## config.mk

```make
export PLATFORM = sky130hd
export DESIGN_NAME = lru_page_replacement_top_flat
export DESIGN_NICKNAME = d
export VERILOG_FILES = /design/src/sv/lpr_pkg.sv /design/src/sv/lpr_if.sv /design/src/sv/lpr_cell.sv /design/src/sv/lru_page_replacement_top.sv /design/src/flat_wrapper.sv
export SDC_FILE = /design/constraint.sdc
export NUM_CORES = 1
export LEC_CHECK = 0
export ABC_AREA = 1
export ABC_CLOCK_PERIOD_IN_PS = 12100
export BUFFER_PORTS_ARGS = -buffer_cell sky130_fd_sc_hd__clkbuf_2
export CAP_MARGIN = 20
export CORE_UTILIZATION = 25
export CTS_CLUSTER_SIZE = 30
export DETAILED_ROUTE_END_ITERATION = 6
export GPL_TIMING_DRIVEN = 0
export PLACE_DENSITY_LB_ADDON = 0.3
export SETUP_SLACK_MARGIN = 0.5
export SLEW_MARGIN = 25
export SYNTH_ARGS = -nofsm -noshare
export SYNTH_HDL_FRONTEND = slang
export SYNTH_HIERARCHICAL = 1
export SYNTH_SLANG_ARGS = --single-unit
```

## constraint.sdc

```tcl
create_clock -name clk -period 12.1 [get_ports clk]
set_input_delay 1.21 -clock clk [delete_from_list [all_inputs] [get_ports clk]]
set_output_delay 1.21 -clock clk [all_outputs]
set_load 0.05 [all_outputs]
```

## src/sv/lpr_pkg.sv

```systemverilog
// Shared types and constants for the LRU page replacement block.
// Holds field widths, the cell command codes and the controller state type.
// No dependencies.
`default_nettype none

package lpr_pkg;

  localparam int IN_PAGE_W    = 16;
  localparam int EVICT_PAGE_W = 16;
  localparam int TOTAL_W      = 32;
  localparam int CFG_W        = 5;
  localparam logic [CFG_W-1:0] CFG_RESET = 5'd16;

  // Update command broadcast to every frame cell.
  typedef enum logic [1:0] {
    OP_NONE,
    OP_HIT,
    OP_LOAD,
    OP_EVICT
  } lpr_op_t;

  typedef enum logic {
    ST_IDLE,
    ST_EXEC
  } lpr_state_t;

  // Default shapes of the cell chain and command; the top level overrides
  // them with widths derived from its parameters.
  typedef struct packed {
    logic        hit;
    logic [3:0]  hit_rank;
    logic [15:0] victim_page;
  } lpr_chain_t;

  typedef struct packed {
    lpr_op_t    op;
    logic [3:0] bound;
    logic [4:0] count;
  } lpr_cmd_t;

endpackage

`default_nettype wire

```

## src/sv/lpr_if.sv

```systemverilog
// Handshake channels of the LRU page replacement block: reference input,
// result output and frame-limit configuration. Depends on lpr_pkg.
`default_nettype none

interface lpr_in_if;
  logic                            valid;
  logic                            ready;
  logic [lpr_pkg::IN_PAGE_W-1:0]   page;
  logic                            final_access;
  modport source (output valid, page, final_access, input ready);
  modport sink   (input valid, page, final_access, output ready);
endinterface

interface lpr_out_if;
  logic                             valid;
  logic                             ready;
  logic                             fault;
  logic                             evicted_valid;
  logic [lpr_pkg::EVICT_PAGE_W-1:0] evicted_page;
  logic [lpr_pkg::TOTAL_W-1:0]      fault_total;
  logic                             last_result;
  modport source (output valid, fault, evicted_valid, evicted_page, fault_total,
                  last_result, input ready);
  modport sink   (input valid, fault, evicted_valid, evicted_page, fault_total,
                  last_result, output ready);
endinterface

interface lpr_cfg_if;
  logic                       valid;
  logic                       ready;
  logic [lpr_pkg::CFG_W-1:0]  frames_in_use;
  modport source (output valid, frames_in_use, input ready);
  modport sink   (input valid, frames_in_use, output ready);
endinterface

`default_nettype wire

```

## src/sv/lpr_cell.sv

```systemverilog
// One frame cell of the LRU chain: page tag, valid bit and recency rank.
// Compares the broadcast page, passes hit and victim data to its neighbor.
// Depends on lpr_pkg.
`default_nettype none

module lpr_cell #(
  parameter int  PAGE_BITS = 16,
  parameter int  RANK_W    = 4,
  parameter int  CNT_W     = 5,
  parameter int  IDX       = 0,
  parameter type chain_t   = lpr_pkg::lpr_chain_t,
  parameter type cmd_t     = lpr_pkg::lpr_cmd_t
) (
  input  wire logic                 clk,
  input  wire logic                 rst_n,
  input  wire logic [PAGE_BITS-1:0] look_page,
  input  wire cmd_t                 cmd,
  input  wire chain_t               chain_i,
  output chain_t                    chain_o
);

  logic                 valid_r, valid_nxt;
  logic [RANK_W-1:0]    rank_r, rank_nxt;
  logic [PAGE_BITS-1:0] page_r, page_nxt;
  logic                 match;
  logic                 oldest;
  logic                 free_slot;
  logic                 younger;

  assign match     = valid_r && (page_r == look_page);
  assign oldest    = valid_r && (rank_r == RANK_W'(cmd.count - CNT_W'(1)));
  assign free_slot = (CNT_W'(IDX) == cmd.count);
  assign younger   = valid_r && (rank_r < cmd.bound);

  always_comb begin
    chain_o             = chain_i;
    chain_o.hit         = chain_i.hit | match;
    chain_o.hit_rank    = match ? rank_r : chain_i.hit_rank;
    chain_o.victim_page = oldest ? page_r : chain_i.victim_page;
  end

  always_comb begin
    valid_nxt = valid_r;
    rank_nxt  = rank_r;
    page_nxt  = page_r;
    case (cmd.op)
      lpr_pkg::OP_HIT: begin
        if (match) begin
          rank_nxt = '0;
        end else if (younger) begin
          rank_nxt = rank_r + RANK_W'(1);
        end
      end
      lpr_pkg::OP_LOAD: begin
        if (free_slot) begin
          valid_nxt = 1'b1;
          page_nxt  = look_page;
          rank_nxt  = '0;
        end else if (valid_r) begin
          rank_nxt = rank_r + RANK_W'(1);
        end
      end
      lpr_pkg::OP_EVICT: begin
        if (oldest) begin
          page_nxt = look_page;
          rank_nxt = '0;
        end else if (younger) begin
          rank_nxt = rank_r + RANK_W'(1);
        end
      end
      default: begin
        valid_nxt = valid_r;
      end
    endcase
  end

  always_ff @(posedge clk) begin
    if (!rst_n) begin
      valid_r <= 1'b0;
      rank_r  <= '0;
    end else begin
      valid_r <= valid_nxt;
      rank_r  <= rank_nxt;
    end
    page_r <= page_nxt;
  end

endmodule

`default_nettype wire

```

## src/sv/lru_page_replacement_top.sv

```systemverilog
// LRU page replacement, fully associative, built as a chain of frame cells.
// Depends on lpr_pkg, lpr_if (channels) and lpr_cell.
//
// Usage:
//   in_if   : one page reference per item (page, final_access).
//   out_if  : one result per reference: fault, evicted_valid, evicted_page
//             (0 when nothing was evicted), saturating fault_total and
//             last_result, the echo of final_access.
//   cfg_if  : frame limit write, always ready; zero acts as one, values
//             above MAX_FRAMES act as MAX_FRAMES. Write only when idle.
// Timing:
//   An item is taken in the idle state and resolved in the exec state,
//   once the output register is free or being drained: every cell compares
//   its tag against the broadcast page, the hit rank and LRU victim ripple
//   down the cell chain, and the move-to-front update of the ranks lands at
//   the end of the resolve cycle. A new item is taken only after the last
//   one is resolved; result valid is registered and rises at the resolve edge.
//   The result sits in an output register; a new item is accepted while it
//   waits, but its resolve cycle holds until the output register frees up.
// Reset:
//   All frames empty, ranks zero, fault count zero, frame limit 16.
//   No clearing pass; frame tags are only read behind their valid bits.
`default_nettype none

module lru_page_replacement_top #(
  parameter int MAX_FRAMES = 16,
  parameter int PAGE_BITS  = 16
) (
  input  wire logic   clk,
  input  wire logic   rst_n,
  lpr_in_if.sink      in_if,
  lpr_out_if.source   out_if,
  lpr_cfg_if.sink     cfg_if
);

  localparam int RANK_W = (MAX_FRAMES > 1) ? $clog2(MAX_FRAMES) : 1;
  localparam int CNT_W  = $clog2(MAX_FRAMES + 1);

  typedef struct packed {
    logic                 hit;
    logic [RANK_W-1:0]    hit_rank;
    logic [PAGE_BITS-1:0] victim_page;
  } chain_t;

  typedef struct packed {
    lpr_pkg::lpr_op_t  op;
    logic [RANK_W-1:0] bound;
    logic [CNT_W-1:0]  count;
  } cmd_t;

  // Control state
  lpr_pkg::lpr_state_t         state_r, state_nxt;
  logic [lpr_pkg::CFG_W-1:0]   frames_r;
  logic [CNT_W-1:0]            count_r, count_nxt;
  logic [lpr_pkg::TOTAL_W-1:0] faults_r, faults_nxt;
  logic                        out_valid_r, out_valid_nxt;

  // Held reference
  logic [PAGE_BITS-1:0]        page_r;
  logic                        last_r;

  // Result register
  logic                              out_fault_r;
  logic                              out_ev_r;
  logic [lpr_pkg::EVICT_PAGE_W-1:0]  out_ev_page_r;
  logic [lpr_pkg::TOTAL_W-1:0]       out_total_r;
  logic                              out_last_r;

  logic                              res_fault;
  logic                              res_ev;
  logic [lpr_pkg::EVICT_PAGE_W-1:0]  res_ev_page;

  logic             in_take;
  logic             exec_go;
  logic [CNT_W-1:0] limit;
  cmd_t             cmd;
  chain_t           chain [0:MAX_FRAMES];

  assign in_if.ready  = (state_r == lpr_pkg::ST_IDLE);
  assign in_take      = in_if.valid && in_if.ready;
  assign cfg_if.ready = 1'b1;

  // Resolve only when the output register is free or being drained.
  assign exec_go = (state_r == lpr_pkg::ST_EXEC) && (!out_valid_r || out_if.ready);

  // Effective frame limit: clamp to one .. MAX_FRAMES.
  always_comb begin
    if (frames_r == '0) begin
      limit = CNT_W'(1);
    end else if (int'(frames_r) > MAX_FRAMES) begin
      limit = CNT_W'(MAX_FRAMES);
    end else begin
      limit = CNT_W'(frames_r);
    end
  end

  // Frame cell chain
  assign chain[0] = '0;

  for (genvar gi = 0; gi < MAX_FRAMES; gi++) begin : g_cell
    lpr_cell #(
      .PAGE_BITS (PAGE_BITS),
      .RANK_W    (RANK_W),
      .CNT_W     (CNT_W),
      .IDX       (gi),
      .chain_t   (chain_t),
      .cmd_t     (cmd_t)
    ) u_cell (
      .clk       (clk),
      .rst_n     (rst_n),
      .look_page (page_r),
      .cmd       (cmd),
      .chain_i   (chain[gi]),
      .chain_o   (chain[gi+1])
    );
  end

  // Decide hit / load into free frame / evict LRU, and build the result.
  always_comb begin
    cmd.op      = lpr_pkg::OP_NONE;
    cmd.bound   = '0;
    cmd.count   = count_r;
    count_nxt   = count_r;
    faults_nxt  = faults_r;
    res_fault   = 1'b0;
    res_ev      = 1'b0;
    res_ev_page = '0;
    if (exec_go) begin
      if (chain[MAX_FRAMES].hit) begin
        cmd.op    = lpr_pkg::OP_HIT;
        cmd.bound = chain[MAX_FRAMES].hit_rank;
      end else begin
        res_fault = 1'b1;
        if (faults_r != '1) begin
          faults_nxt = faults_r + lpr_pkg::TOTAL_W'(1);
        end
        if (count_r < limit) begin
          cmd.op    = lpr_pkg::OP_LOAD;
          count_nxt = count_r + CNT_W'(1);
        end else begin
          cmd.op      = lpr_pkg::OP_EVICT;
          cmd.bound   = RANK_W'(count_r - CNT_W'(1));
          res_ev      = 1'b1;
          res_ev_page = lpr_pkg::EVICT_PAGE_W'(chain[MAX_FRAMES].victim_page);
        end
      end
    end
  end

  // Controller
  always_comb begin
    state_nxt     = state_r;
    out_valid_nxt = out_valid_r;
    if (out_valid_r && out_if.ready) begin
      out_valid_nxt = 1'b0;
    end
    case (state_r)
      lpr_pkg::ST_IDLE: begin
        if (in_take) begin
          state_nxt = lpr_pkg::ST_EXEC;
        end
      end
      lpr_pkg::ST_EXEC: begin
        if (exec_go) begin
          state_nxt     = lpr_pkg::ST_IDLE;
          out_valid_nxt = 1'b1;
        end
      end
      default: begin
        state_nxt = lpr_pkg::ST_IDLE;
      end
    endcase
  end

  always_ff @(posedge clk) begin
    if (!rst_n) begin
      state_r     <= lpr_pkg::ST_IDLE;
      frames_r    <= lpr_pkg::CFG_RESET;
      count_r     <= '0;
      faults_r    <= '0;
      out_valid_r <= 1'b0;
    end else begin
      state_r     <= state_nxt;
      count_r     <= count_nxt;
      faults_r    <= faults_nxt;
      out_valid_r <= out_valid_nxt;
      if (cfg_if.valid && cfg_if.ready) begin
        frames_r <= cfg_if.frames_in_use;
      end
    end
  end

  // Payload: hold the reference, load the result on resolve.
  always_ff @(posedge clk) begin
    if (in_take) begin
      page_r <= PAGE_BITS'(in_if.page);
      last_r <= in_if.final_access;
    end
    if (exec_go) begin
      out_fault_r   <= res_fault;
      out_ev_r      <= res_ev;
      out_ev_page_r <= res_ev_page;
      out_total_r   <= faults_nxt;
      out_last_r    <= last_r;
    end
  end

  assign out_if.valid         = out_valid_r;
  assign out_if.fault         = out_fault_r;
  assign out_if.evicted_valid = out_ev_r;
  assign out_if.evicted_page  = out_ev_page_r;
  assign out_if.fault_total   = out_total_r;
  assign out_if.last_result   = out_last_r;

  // Checks
  a_result_from_exec: assert property (@(posedge clk) disable iff (!rst_n)
    $rose(out_valid_r) |-> $past(state_r == lpr_pkg::ST_EXEC))
    else $error("result appeared without a resolve cycle");

  a_count_bound: assert property (@(posedge clk) disable iff (!rst_n)
    int'(count_r) <= MAX_FRAMES)
    else $error("occupancy count beyond frame count");

  a_evict_is_fault: assert property (@(posedge clk) disable iff (!rst_n)
    out_valid_r && out_ev_r |-> out_fault_r && (out_total_r != '0))
    else $error("eviction reported without a fault");

  a_load_grows: assert property (@(posedge clk) disable iff (!rst_n)
    cmd.op == lpr_pkg::OP_LOAD |=> count_r == $past(count_r) + CNT_W'(1))
    else $error("frame load did not advance occupancy");

endmodule

`default_nettype wire
```

## src/flat_wrapper.sv

```systemverilog
// flat-port wrapper written by rule: the top's interface ports become plain ports
module lru_page_replacement_top_flat 
#(
  parameter int MAX_FRAMES = 16,
  parameter int PAGE_BITS  = 16
)
  (clk, rst_n, in_if_valid, in_if_page, in_if_final_access, in_if_ready, out_if_valid, out_if_fault, out_if_evicted_valid, out_if_evicted_page, out_if_fault_total, out_if_last_result, out_if_ready, cfg_if_valid, cfg_if_frames_in_use, cfg_if_ready);
  lpr_in_if in_if_i ();
  lpr_out_if out_if_i ();
  lpr_cfg_if cfg_if_i ();
  input  wire logic clk;
  input  wire logic rst_n;
  input wire logic [$bits(in_if_i.valid)-1:0] in_if_valid;
  input wire logic [$bits(in_if_i.page)-1:0] in_if_page;
  input wire logic [$bits(in_if_i.final_access)-1:0] in_if_final_access;
  output wire logic [$bits(in_if_i.ready)-1:0] in_if_ready;
  output wire logic [$bits(out_if_i.valid)-1:0] out_if_valid;
  output wire logic [$bits(out_if_i.fault)-1:0] out_if_fault;
  output wire logic [$bits(out_if_i.evicted_valid)-1:0] out_if_evicted_valid;
  output wire logic [$bits(out_if_i.evicted_page)-1:0] out_if_evicted_page;
  output wire logic [$bits(out_if_i.fault_total)-1:0] out_if_fault_total;
  output wire logic [$bits(out_if_i.last_result)-1:0] out_if_last_result;
  input wire logic [$bits(out_if_i.ready)-1:0] out_if_ready;
  input wire logic [$bits(cfg_if_i.valid)-1:0] cfg_if_valid;
  input wire logic [$bits(cfg_if_i.frames_in_use)-1:0] cfg_if_frames_in_use;
  output wire logic [$bits(cfg_if_i.ready)-1:0] cfg_if_ready;
  assign in_if_i.valid = in_if_valid;
  assign in_if_i.page = in_if_page;
  assign in_if_i.final_access = in_if_final_access;
  assign in_if_ready = in_if_i.ready;
  assign out_if_valid = out_if_i.valid;
  assign out_if_fault = out_if_i.fault;
  assign out_if_evicted_valid = out_if_i.evicted_valid;
  assign out_if_evicted_page = out_if_i.evicted_page;
  assign out_if_fault_total = out_if_i.fault_total;
  assign out_if_last_result = out_if_i.last_result;
  assign out_if_i.ready = out_if_ready;
  assign cfg_if_i.valid = cfg_if_valid;
  assign cfg_if_i.frames_in_use = cfg_if_frames_in_use;
  assign cfg_if_ready = cfg_if_i.ready;
  lru_page_replacement_top #(.MAX_FRAMES(MAX_FRAMES), .PAGE_BITS(PAGE_BITS)) u_core (.clk(clk), .rst_n(rst_n), .in_if(in_if_i), .out_if(out_if_i), .cfg_if(cfg_if_i));
endmodule
```

Word level (Yosys, flattened, before mapping)
Index checks and enable logic that the tools add are counted.
Operators by class
  add/subtract/negate cells: 19
  magnitude comparators: 18
  multiplexer cells: 193
  bitwise operators: 17
  reduce and logical (&&, ||, !) cells: 107
  equality and inequality tests: 99
Operator list (count)
  $mux W16: 48
  $pmux W16 S2: 16
  $mux W4: 97
  $eq A16 B16 Y1: 16
  $pmux W4 S3: 16
  $mux W32: 3
  $add A4 B1 Y4 const B: 16
  $eq A4 B4 Y1: 16
  $lt A4 B4 Y1: 16
  $ne A2 B2 Y1 const B: 32
  $reduce_and A2 Y1: 32
  $logic_and A1 B1 Y1: 51
  $reduce_and A3 Y1: 17
  $ne A3 B3 Y1 const B: 16
  $eq A4 B5 Y1 const A: 8
  $add A32 B1 Y32 const B: 1
  $ne A32 B32 Y1 const B: 1
  $eq A3 B5 Y1 const A: 4
  $or A1 B1 Y1: 15
  $mux W6: 2
  $eq A2 B5 Y1 const A: 2
  $logic_not A5 Y1: 2
  $mux W5: 2
  $mux W1: 8
  14 further kinds: 16
Storage, ports and cells
  output and inout port bits: 54
  bits in registers: 448
  input bits: 27
  word-level logic and storage cells: 513

Logic depth before layout (Yosys ltp)
  depth after elaboration: 25
  depth in mapped cells: 54
  gate-level depth less buffers: 53

By module
Netlist, hierarchy kept.
Modules (own cells, without submodules)
  lru_page_replacement_top: cells an instance 565, area each 5151.2 um^2, instances 1, seq. area each 2922.8 um^2
  lpr_cell (u_core.g_cell[1].u_cell ...): cells an instance 214, area each 1604.0 um^2, instances 3, seq. area each 580.6 um^2
  lpr_cell (u_core.g_cell[13].u_cell ...): cells an instance 216, area each 1611.5 um^2, instances 2, seq. area each 580.6 um^2
  lpr_cell (u_core.g_cell[8].u_cell): cells an instance 255, area each 1819.2 um^2, instances 1, seq. area each 580.6 um^2
  lpr_cell (u_core.g_cell[0].u_cell): cells an instance 245, area each 1687.9 um^2, instances 1, seq. area each 580.6 um^2
  lpr_cell (u_core.g_cell[4].u_cell): cells an instance 240, area each 1670.4 um^2, instances 1, seq. area each 580.6 um^2
  lpr_cell (u_core.g_cell[12].u_cell): cells an instance 241, area each 1660.3 um^2, instances 1, seq. area each 580.6 um^2
  lpr_cell (u_core.g_cell[7].u_cell): cells an instance 217, area each 1611.5 um^2, instances 1, seq. area each 580.6 um^2
  lpr_cell (u_core.g_cell[10].u_cell): cells an instance 213, area each 1607.8 um^2, instances 1, seq. area each 580.6 um^2
  lpr_cell (u_core.g_cell[11].u_cell): cells an instance 217, area each 1602.8 um^2, instances 1, seq. area each 580.6 um^2
  lpr_cell (u_core.g_cell[5].u_cell): cells an instance 213, area each 1602.8 um^2, instances 1, seq. area each 580.6 um^2
  lpr_cell (u_core.g_cell[9].u_cell): cells an instance 213, area each 1594.0 um^2, instances 1, seq. area each 580.6 um^2
  lpr_cell (u_core.g_cell[14].u_cell): cells an instance 216, area each 1565.3 um^2, instances 1, seq. area each 580.6 um^2
  lpr_cell (u_core.g_cell[6].u_cell): cells an instance 213, area each 1556.5 um^2, instances 1, seq. area each 580.6 um^2

Worst setup path after synthesis
No wires, ideal clock.
  kind: register to register
  start: register u_core.count_r[0]
  end: register u_core.out_ev_page_r, in the netlist u_core/out_if.evicted_page[8], data pin
  stages on the path, launching flop included: 30
  data arrival time: 6.232 ns
  slack: 5.616 ns
  buffers on the path: 1
  period minus slack after synthesis: 6.484 ns
  required time: 11.848 ns
  setup time: 0.252 ns
  cells stage by stage: dfxtp_1 -> inv_1 -> ha_1 -> inv_1 -> nor2_2 -> nor2_1 -> nand2_1 -> nand2_1 -> nor2_1 -> nand2_1 -> buf_6 -> mux2_4 -> mux2_4 -> mux2_4 -> mux2_4 -> mux2_4 -> mux2_4 -> mux2_2 -> mux2_4 -> nand2_1 -> nand2_1 -> mux2_4 -> mux2_4 -> mux2_4 -> mux2_4 -> mux2_4 -> mux2_2 -> mux2_4 -> inv_1 -> nor2_1
RTL lines
  start: declaration: line lru_page_replacement_top.sv:54  | logic [CNT_W-1:0] count_r, count_nxt;
  start signal: assignment: line lru_page_replacement_top.sv:184  | count_r <= count_nxt;
  end signal: assignment: line lru_page_replacement_top.sv:202  | out_ev_page_r <= res_ev_page;
  end: declaration: line lru_page_replacement_top.sv:65  | logic [lpr_pkg::EVICT_PAGE_W-1:0] out_ev_page_r;

==> tab_implementation.tex <==
\begin{tabular}{lr}
\hline
Metric & Value \\
\hline
\multicolumn{2}{l}{\textbf{Clocking}} \\
\quad Sinks on Clock Net & 448 \\
\quad Number of buffers added to fix hold violations after cts & 0 \\
\quad Clock root buffer & sky130\_fd\_sc\_hd\_\_clkbuf\_16 \\
\quad Buffers inserted during post-CTS setup optimization & 0 \\
\quad Clock transition at the register clock pins on the worst setup and hold paths after CTS & 60 ps \\
\quad Insertion delay of the later-clocked pin in the worst-skew pair & 650 ps \\
\quad Post-cts resize count & 0 \\
\quad CTS tree & done \\
\quad Maximum clock insertion buffer count & 3 \\
\quad TritonCTS buffer count & 54 \\
\quad H-tree depth reported by CTS & 2 \\
\multicolumn{2}{l}{\textbf{Setup path}} \\
\quad Required time reported for the critical path endpoint & 12610 ps \\
\quad Crit Path Class & reg -> reg \\
\quad Worst setup path startpoint & u\_core/page\_r[13] \\
\quad Critical path arrival & 8440 ps \\
\quad Maximum fanout along the worst path & 19 \\
\quad Endpoint kind of the worst setup timing path & flop \\
\quad Dominant cell type by count on the critical path & sky130\_fd\_sc\_hd\_\_a21oi\_1 \\
\quad Reg-to-Reg Start & u\_core/page\_r[13] \\
\quad Maximum single-stage delay on the critical path & 790 ps \\
\quad Category of the worst setup path launch point & flop \\
\quad Library cell contributing the largest single delay on the critical path & sky130\_fd\_sc\_hd\_\_edfxtp\_1 \\
\multicolumn{2}{l}{\textbf{Global route}} \\
\quad Total global routing overflow & 0 \\
\quad Global router's overall resource usage & 14.3\% \\
\quad Wire length of the first global-routing pass & 143 mm \\
\quad Vias in the first global route & 25300 \\
\quad Maximum number of pins on one net before global-route repair & 88 \\
\quad Number of antenna violations at the first check in global routing & 0 \\
\multicolumn{2}{l}{\textbf{Detailed routing}} \\
\quad Number of nets with antenna violations after detailed routing & 0 \\
\quad Drt first-iter violations & 1988 \\
\quad Drt pass-1 iters & 6 \\
\quad Via density & 4.46 \\
\quad Post-DR wirelength/cell & 15.2 um \\
\quad Via count & 26900 \\
\quad Number of DRC violations after detailed routing & 0 \\
\quad Total routed wirelength & 91.8 mm \\
\multicolumn{2}{l}{\textbf{Placed design}} \\
\quad Estimated wirelength of the detail-placed design & 68.1 mm \\
\quad Post-placement cell count & 5925 \\
\quad Placed instance area & 35000 um\^{}2 \\
\quad Count of input and output buffers & 79 \\
\quad RePlAce Congestion & 0.824 \\
\multicolumn{2}{l}{\textbf{Final layout}} \\
\quad Final Net Count & 4470 \\
\quad Layout area overhead & 18.2\% \\
\quad Post-route cell area & 36800 um\^{}2 \\
\quad Diode count & 0 \\
\quad Non-filler instance count after layout & 6026 \\
\quad Share of final-layout standard cells stronger than drive strength 1 & 13.1\% \\
\quad Final core occ & 29.8\% \\
\multicolumn{2}{l}{\textbf{Floorplanning}} \\
\quad Horizontal die dimension & 355 um \\
\quad Starting density of the core & 25.2\% \\
\quad Num rows & 129 \\
\quad Number of top-level design ports & 81 \\
\quad Vertical die dimension & 355 um \\
\quad Die area & 126000 um\^{}2 \\
\quad Core area & 124000 um\^{}2 \\
\multicolumn{2}{l}{\textbf{Power}} \\
\quad Sequential power share & 42.9\% \\
\quad Internal power of the cells & 2.91 mW \\
\quad Switching share of power & 28.0\% \\
\quad Reported net switching power & 1.13 mW \\
\quad Clk pwr share & 43.1\% \\
\quad Power Dens Cells & 110 nW/um\^{}2 \\
\quad Part of the total power dissipated in combinational logic & 14.0\% \\
\quad Lkg Pwr & 16.7 nW \\
\quad Maximum vdd ir drop & 85.9 uV \\
\multicolumn{2}{l}{\textbf{Yosys}} \\
\quad Post-synth ARST share & 0\% \\
\quad Dominant synthesized flop cell & sky130\_fd\_sc\_hd\_\_edfxtp\_1 \\
\quad Sequential area share after synthesis & 39.2\% \\
\quad Yosys synthesis warning count & 6 \\
\quad Synthesized area per cell & 7.56 um\^{}2 \\
\quad Distinct cells, synth & 53 \\
\quad Register bit count reported by yosys & 448 \\
\quad Number of instances in the synthesized netlist & 4122 \\
\quad Count of flip-flops with a built-in enable after synthesis & 324 \\
\quad Cell area after technology mapping & 31200 um\^{}2 \\
\multicolumn{2}{l}{\textbf{Status}} \\
\quad Status & complete, no violations \\
\multicolumn{2}{l}{\textbf{Timing}} \\
\quad Normalized max-slew margin & 30.2\% \\
\quad Period Utilization, post-route & 65.6\% \\
\quad Largest clock skew in the final design & 37.8 ps \\
\quad Max Freq & 126 MHz \\
\quad Total count of hold-check failures in the final report & 0 \\
\quad Number of max-slew violations in the final report & 0 \\
\quad Transition time of the tightest slew-check pin & 1050 ps \\
\quad Post-route worst hold slack & 424 ps \\
\quad RSZ-0062 raised after global routing & false \\
\quad Number of failing setup endpoints in the final timing report & 0 \\
\quad Final-layout setup total negative slack & 0 ps \\
\quad Final critical delay including setup and external delays & 7940 ps \\
\multicolumn{2}{l}{\textbf{Worst hold path}} \\
\quad Kind of path behind the tightest hold check & reg -> reg \\
\quad Worst hold path startpoint & u\_core/last\_r \\
\multicolumn{2}{l}{\textbf{Run}} \\
\quad Reported max-cap violation count & 0 \\
\hline
\end{tabular}
==> worst max-delay path, delay by kind of cell, from the launching register on <==
family	cells	cell delay [ps]
adders and majority gates	1	300
buffers and inverters	4	580
AOI/OAI and AO/OA	32	4490
and+or+nand+nor	11	1600
DFF	1	790
==> routing by layer <==
metal	global-route usage, %	wire (um)	share of wire [%]
met5	0	0	0
met4	3.84	2020	2.2
met3	1.64	4160	4.5
met2	23.4	41400	45
met1	19.9	44200	48
==> synthesized netlist by cell type (all sizes together) (37+ instances only) <==
cell type	instances	area share [%]
inv	721	8.7
mux2	72	3.4
nand4	58	1.2
o21ai	329	5.6
nand2	1223	15
nor2	336	4.6
a21oi	239	4.4
edfxtp	324	31
dfxtp	124	8.0
nand3	180	3.3
ha	99	4.0
xnor2	94	2.6
xor2	80	2.3
a31oi	37	0.74
==> placed cells by master (no fill, tap or decap), types with 63 or more instances in the layout <==
| cell type | n |
|---|---|
| sky130_fd_sc_hd__nor2_1 | 289 |
| sky130_fd_sc_hd__a21oi_1 | 189 |
| sky130_fd_sc_hd__ha_1 | 99 |
| sky130_fd_sc_hd__xor2_1 | 78 |
| sky130_fd_sc_hd__nand2_1 | 1188 |
| sky130_fd_sc_hd__inv_1 | 711 |
| sky130_fd_sc_hd__nand3_1 | 158 |
| sky130_fd_sc_hd__mux2_4 | 63 |
| sky130_fd_sc_hd__clkbuf_2 | 78 |
| sky130_fd_sc_hd__edfxtp_1 | 324 |
| sky130_fd_sc_hd__xnor2_1 | 94 |
| sky130_fd_sc_hd__o21ai_0 | 294 |
| sky130_fd_sc_hd__dfxtp_1 | 119 |
==> layout make-up <==
cell class / instances / area, um^2
fill: 13400 / 86800
multi-input combinational: 2912 / 16100
sequential: 448 / 12200
inverter: 722 / 2720
tap: 1637 / 2050
clock buffer: 69 / 1460
timing repair buffer: 146 / 1410
buffer: 60 / 499
clock inverter: 32 / 407
==> flip-flops by register name (all words and copies together), names as in the netlist, 5 cells and up <==
signal and flops:
u_core/g_cell.u_cell/rank_r 64, u_core/out_if.evicted_page 16, u_core/page_r 16, u_core/g_cell.u_cell/page_r 256, u_core/out_if.fault_total 32, u_core/faults_r 32
u_core/count_r 5, u_core/frames_r 5, u_core/g_cell.u_cell/valid_r 16
==> power groups by stage <==
stage | Clock [mW] | Sequential (mW) | Combinational, mW
after floorplan | 0 | 1.81 | 0.329
after global placement | 0 | 1.82 | 0.483
after detailed placement | 0 | 1.77 | 0.566
after CTS | 1.80 | 1.73 | 0.569
after global routing | 1.85 | 1.74 | 0.634
final | 1.74 | 1.73 | 0.565
==> worst paths after layout <==
check / slack, ps / to / cells past startpoint
max: 4160 / u_core/g_cell[12].u_cell/rank_r[3] / 48
min: 420 / u_core/out_if.last_result / 0
max reg2reg: 4160 / u_core/g_cell[12].u_cell/rank_r[3] / 48
min reg2reg: 420 / u_core/out_if.last_result / 0
==> cells by family (layout without fill, tap and decap cells) <==
group | count (synthesis) | in the layout | synth area share [%]
AOI/OAI and AO/OA | 675 | 675 | 12.5
xor gates and xnor gates | 174 | 174 | 4.94
adders and majority gates | 99 | 99 | 3.97
buffers and inverters | 782 | 1029 | 10.3
DFF | 448 | 448 | 39.2
muxes | 72 | 72 | 3.36
other | 2 | 22 | 0.0241
and+or+nand+nor | 1870 | 1870 | 25.7
==> through the flow <==
step	setup slack (ps)	power, mW
final	4160	4.04
after CTS	4150	4.10
after floorplan	5620	2.13
after detailed placement	4180	2.33
after global placement	1570	2.30
after global routing	3380	4.22
No activity file was read; power rests on OpenSTA's default activity.
